## src/rtl/stbs_pkg.sv

```systemverilog
`default_nettype none

package stbs_pkg;

    localparam int KEY_W   = 32;
    localparam int INDEX_W = 10;
    localparam int COUNT_W = 11;
    localparam int LOW_W   = 11;
    localparam int HIGH_W  = 12;

    localparam int S_TDATA_W = 80;
    localparam int M_TDATA_W = 8;

    localparam int PADDR_W = 3;
    localparam int PDATA_W = 32;

    localparam logic REG_ENTRY_COUNT = 1'b0;

    localparam logic REQ_LOAD   = 1'b0;
    localparam logic REQ_SEARCH = 1'b1;

    typedef enum logic [3:0] {
        ST_IDLE    = 4'b0001,
        ST_CHECK   = 4'b0010,
        ST_COMPARE = 4'b0100,
        ST_DONE    = 4'b1000
    } state_t;

    typedef struct packed {
        logic load_we;
        logic start;
        logic probe;
        logic update;
        logic finish;
    } cmd_t;

    typedef struct packed {
        logic range_empty;
        logic cmp_eq;
        logic out_busy;
    } status_t;

endpackage

`default_nettype wire

```

## src/rtl/stbs_ctrl.sv

```systemverilog
`default_nettype none

module stbs_ctrl (
    input  wire logic             aclk,
    input  wire logic             aresetn,
    input  wire logic             s_tvalid,
    output logic                  s_tready,
    input  wire logic             req_type,
    input  wire stbs_pkg::status_t status,
    output stbs_pkg::cmd_t        cmd
);
    import stbs_pkg::*;

    state_t state_reg;
    state_t state_next;

    always_comb begin
        state_next = state_reg;
        cmd        = '0;
        s_tready   = 1'b0;
        unique case (state_reg)
            ST_IDLE: begin
                s_tready = 1'b1;
                if (s_tvalid) begin
                    if (req_type == REQ_SEARCH) begin
                        cmd.start  = 1'b1;
                        state_next = ST_CHECK;
                    end else begin
                        cmd.load_we = 1'b1;
                    end
                end
            end
            ST_CHECK: begin
                if (status.range_empty) begin
                    state_next = ST_DONE;
                end else begin
                    cmd.probe  = 1'b1;
                    state_next = ST_COMPARE;
                end
            end
            ST_COMPARE: begin
                cmd.update = 1'b1;
                state_next = status.cmp_eq ? ST_DONE : ST_CHECK;
            end
            ST_DONE: begin
                if (!status.out_busy) begin
                    cmd.finish = 1'b1;
                    state_next = ST_IDLE;
                end
            end
            default: begin
                state_next = ST_IDLE;
            end
        endcase
    end

    always_ff @(posedge aclk) begin
        if (!aresetn) begin
            state_reg <= ST_IDLE;
        end else begin
            state_reg <= state_next;
        end
    end

    a_compare_after_check: assert property (@(posedge aclk) disable iff (!aresetn)
        state_reg == ST_COMPARE |-> $past(state_reg) == ST_CHECK)
        else $error("compare state not entered from check");

    a_ready_only_idle: assert property (@(posedge aclk) disable iff (!aresetn)
        (cmd.start || cmd.load_we) |-> state_reg == ST_IDLE)
        else $error("item taken outside idle");

    a_onehot_state: assert property (@(posedge aclk) disable iff (!aresetn)
        $onehot(state_reg))
        else $error("state register not one-hot");

endmodule

`default_nettype wire

```

## config.mk

```make
export PLATFORM = sky130hd
export DESIGN_NAME = stbs_ctrl
export DESIGN_NICKNAME = d
export VERILOG_FILES = /design/src/rtl/stbs_pkg.sv /design/src/rtl/stbs_ctrl.sv
export SDC_FILE = /design/constraint.sdc
export NUM_CORES = 1
export LEC_CHECK = 0
export BUFFER_PORTS_ARGS = -buffer_cell sky130_fd_sc_hd__buf_2
export CAP_MARGIN = 20
export CORE_AREA = 2 2 39 41
export CTS_BUF_LIST = sky130_fd_sc_hd__clkbuf_8 sky130_fd_sc_hd__clkbuf_16
export CTS_CLUSTER_SIZE = 14
export DETAILED_ROUTE_END_ITERATION = 12
export DIE_AREA = 0 0 41 43
export PLACE_DENSITY = 0.49
export SYNTH_ARGS = -nofsm -noshare
export SYNTH_HDL_FRONTEND = slang
export SYNTH_SLANG_ARGS = --single-unit
```

## constraint.sdc

```tcl
create_clock -name aclk -period 3.5 [get_ports aclk]
set_input_delay 0.175 -clock aclk [delete_from_list [all_inputs] [get_ports aclk]]
set_output_delay 0.175 -clock aclk [all_outputs]
set_load 0.01 [all_outputs]
```

# Word-level counts from Yosys, hierarchy flattened
# Cells that the tools add are included.
[totals]
latchBits = 0
ff_bits = 4
input_bits = 7
wordCells = 25
out_inout_bits = 6
mem_bits_rw = 0
romBits = 0
n_memories = 0
[classes]
bitwise = 0
multipliers = 0
mux = 16
n_shift = 0
n_addsub = 0
div_mod_pow = 0
eq_ne = 7
order_cmp = 0
reduce_logical = 1
[ops]
columns = ["op", "n"]
rows = [
  ["two-way mux 4 bit", 5],
  ["case mux 4 bit (4 select lines)", 1],
  ["two-way mux 1 bit", 8],
  ["inequality test 2 bit, second input constant", 3],
  ["== test 4 x 1 -> 1 bit, second input constant", 1],
  ["== test 4 x 2 -> 1 bit, second input constant", 1],
  ["== test 4 x 3 -> 1 bit, second input constant", 1],
  ["== test 4 bit, second input constant", 1],
  ["two-way mux 2 bit", 2],
  ["AND reduction 3 bit", 1],
]

# Longest topological paths before layout
[depth]
ltp_word = 3
mapped_depth = 4
mapped_depth_nobuf = 3

# Least setup slack after synthesis
# No wires, ideal clock.
[synth_timing]
path_type = "reg2reg"
from = "register state_reg[1]"
to = "register state_reg[1]"
stages_incl_launch_ff = 5
arrival_time_ps = 1321
t_required_ps = 3442
synth_period_minus_slack_ps = 1379
slack_ps = 2121
path_buffers = 1
setup_ps = 58
cell_sequence = "dfxtp_1 -> buf_2 -> nor4b_2 -> and3_1 -> o211a_1"
[synth_between]
elab_chain_len = 3
elab_cells_between_ends = 9
classes_between = "eq/ne: 7; mux: 1; reduce/logical: 1"
[synth_lines]
columns = ["element", "line", "text"]
rows = [
  ["from (decl)", "stbs_ctrl.sv:14", "state_t state_reg;"],
  ["from (signal assigned)", "stbs_ctrl.sv:61", "state_reg <= state_next;"],
  ["== test 4 bit or == test 4 x 1 -> 1 bit (tied branches)", "stbs_ctrl.sv:21", "unique case (state_reg)"],
  ["inequality test 2 bit (no line)", "--", ""],
  ["AND reduction 3 bit (no line)", "--", ""],
]
# Parallel ways exist; a longest one is shown, timed or not.
# A chain may end at the register's enable or synchronous reset.

==> results by group <==
Die
  – Core Area: 1380 µm²
  – Top Ports: 13
  – Std-Cell Rows: 14
  – Starting Density: 18.1%
  – Die height: 43 µm
  – Die W: 41 µm
  – Die ar.: 1760 µm²

Timing
  – Fmax: 650 MHz
  – Final worst path period need: 1540 ps
  – Slew Limit Fails: 0
  – Setup tns final: 0 ps
  – Least-Margin Pin Slew: 365 ps
  – Final Cycle Share: 44.0%
  – Skew final: 0.399 ps
  – Final setup viols: 0
  – RSZ-0062 raised after global routing: no
  – Slew margin rel.: 75.3%
  – Final hold violation count: 0

Global route
  – Tot GR Track Use: 9.85%
  – Initial antenna violation count: 0
  – Vias in the first global route: 249
  – Congestion Overflow GR: 0
  – Global-route wire length before repair: 1130 µm
  – Pin count of the biggest net entering global routing: 10

Synth
  – Ranking of synthesized cells by area: dfxtp_1 (32%), nand3b_1 (9.0%), nor4b_2 (6.0%), or4b_4 (5.5%), and3_1 (5.0%)
  – Sequential cell area fraction in the yosys report: 32.0%
  – Yosys top cell area share: 32.0%
  – Avg Cell Area, Syn: 8.94 µm²
  – Yosys warns: 0
  – Top cell type by total area after synthesis: dfxtp_1
  – Post-Syn Nets: 35
  – Post-Syn Instances: 28
  – Syn Std Cell Area: 250 µm²
  – Synth unique cells: 19
  – Synth Register Bits: 4

Clock tree
  – Htree depth: 1
  – Clock Tree Buf Depth: 2
  – Clock-pin slew on the worst setup and hold paths: 30 ps
  – Hold-fix buffers, CTS: 0
  – CTS root buffer: clkbuf_8
  – Postcts setup bufs: 0
  – CTS sink count: 4
  – Worst-Skew Late Latency: 210 ps
  – Post_cts resized: 0
  – CTS tree: built
  – Cts bufs inserted: 3

Route
  – Antenna Violating Nets Remaining: 0
  – Wire length per cell: 11.7 µm
  – 1st-iter DRT viols: 4
  – Post-Route WL: 676 µm
  – Drt pass-1 iters: 4
  – # DRC: 0
  – Via-to-Cell Ratio: 4.66
  – Via count: 270

Worst hold path
  – Min-delay worst type: in -> reg

Setup path
  – Critical Path RT: 3320 ps
  – CP endpoint kind: output pin
  – Crit-path max cell delay: 390 ps
  – CP Cell Sequence: nor4b_2 > and3_1 > buf_2
  – CP max FO: 9
  – Data arrival time of the worst path: 1360 ps
  – Setup CP Type: reg -> out
  – CP max stage cell: dfxtp_1
  – CP Launch Type: flip-flop

Placement
  – Placed cell areas: 325 µm²
  – Placer Congestion: 0.665
  – PortBufs: 12
  – DP HPWL: 491 µm

Layout
  – Nets: 51
  – Share of cells above drive strength 1: 42.9%
  – Max reg flops: 4
  – Most common cell after layout, fill and taps aside: buf_2
  – Antenna cells: 0
  – Most frequent cells in the layout: buf_2 (12), dfxtp_1 (4), nand3b_1 (3), clkbuf_8 (3)
  – Area delta synth->final: 46.5%
  – Fin area: 367 µm²

Pwr
  – Pwr/cell area: 430 nW/µm²
  – Max VDD drop: 0.000171 V
  – Leak pwr: 0.161 nW

Run status
  – Status: finished, final reports clean

Run
  – MaxCap Viol Count: 0
==> logic make-up after synthesis <==
group	count (synthesis)	share of synthesized area, %
AND/OR/NAND/NOR	16	45.5
AO/OA/AOI/OAI	6	19.0
flip-flops	4	32.0
buffers and inverters	2	3.50
==> critical path, delay by kind of cell (launching register included) <==
family / cells / cell delay [ps]
and+or+nand+nor: 2 / 610
buffers and inverters: 1 / 150
DFF: 1 / 390
==> cells in the mapped netlist <==
cell type  count
inv_2          1
nand3b_1       3
nor3_1         1
o211a_1        1
nor4_1         2
nand2_1        1
nor4b_1        1
a21boi_1       1
nor2_1         2
or4b_4         1
o21a_1         1
nand2b_1       2
dfxtp_1        4
nor4b_2        1
a311oi_1       1
buf_2          1
o21ai_1        1
and3_1         2
a211o_1        1
==> report_power, final <==
group	total, mW	leakage [nW]	switching (mW)	internal, mW
sequential	0.0495	0.0325	0.00243	0.0471
clock	0.0948	0.0216	0.0217	0.0731
combinational	0.0134	0.107	0.00636	0.00706
==> cell type report <==
cell class / count / area, µm²
Timing Repair Buffer: 12 / 60.1
Sequential cell: 4 / 80.1
Inverter: 1 / 3.75
Fill cell: 161 / 1020
Clock buffer: 3 / 41.3
Tap cell: 16 / 20.0
Multi-Input combinational cell: 22 / 161
==> routing by layer <==
metal  global-route usage (%)  part of all wire (%)
met2                     10.9                    48
met3                     1.57                   4.6
met1                     14.5                    47
met4                     10.0                     0
met5                        0                     0
==> final timing paths <==
check        slack (ps)                        end  cells past startpoint                 startpoint
min                 190  state_reg[0]$_SDFFE_PN1P_                      2                    aresetn
min reg2reg         660  state_reg[0]$_SDFFE_PN1P_                      2  state_reg[0]$_SDFFE_PN1P_
max reg2reg        2090  state_reg[2]$_SDFFE_PN0P_                      3  state_reg[2]$_SDFFE_PN0P_
max                1960                     cmd[3]                      3  state_reg[1]$_SDFFE_PN0P_
==> through the flow <==
stage	power, mW	std cells	hold WS, ps	setup WS, ps	util [%]
floorplan	0.0561	28	255	2120	-
global placement	0.0637	55	391	2140	23.5
detailed placement	0.0634	55	394	2110	23.5
CTS	0.161	58	176	1930	26.5
global route	0.167	58	191	1790	26.5
finish	0.158	58	187	1960	26.5
Note: power is estimated with default switching activity, not from simulation.
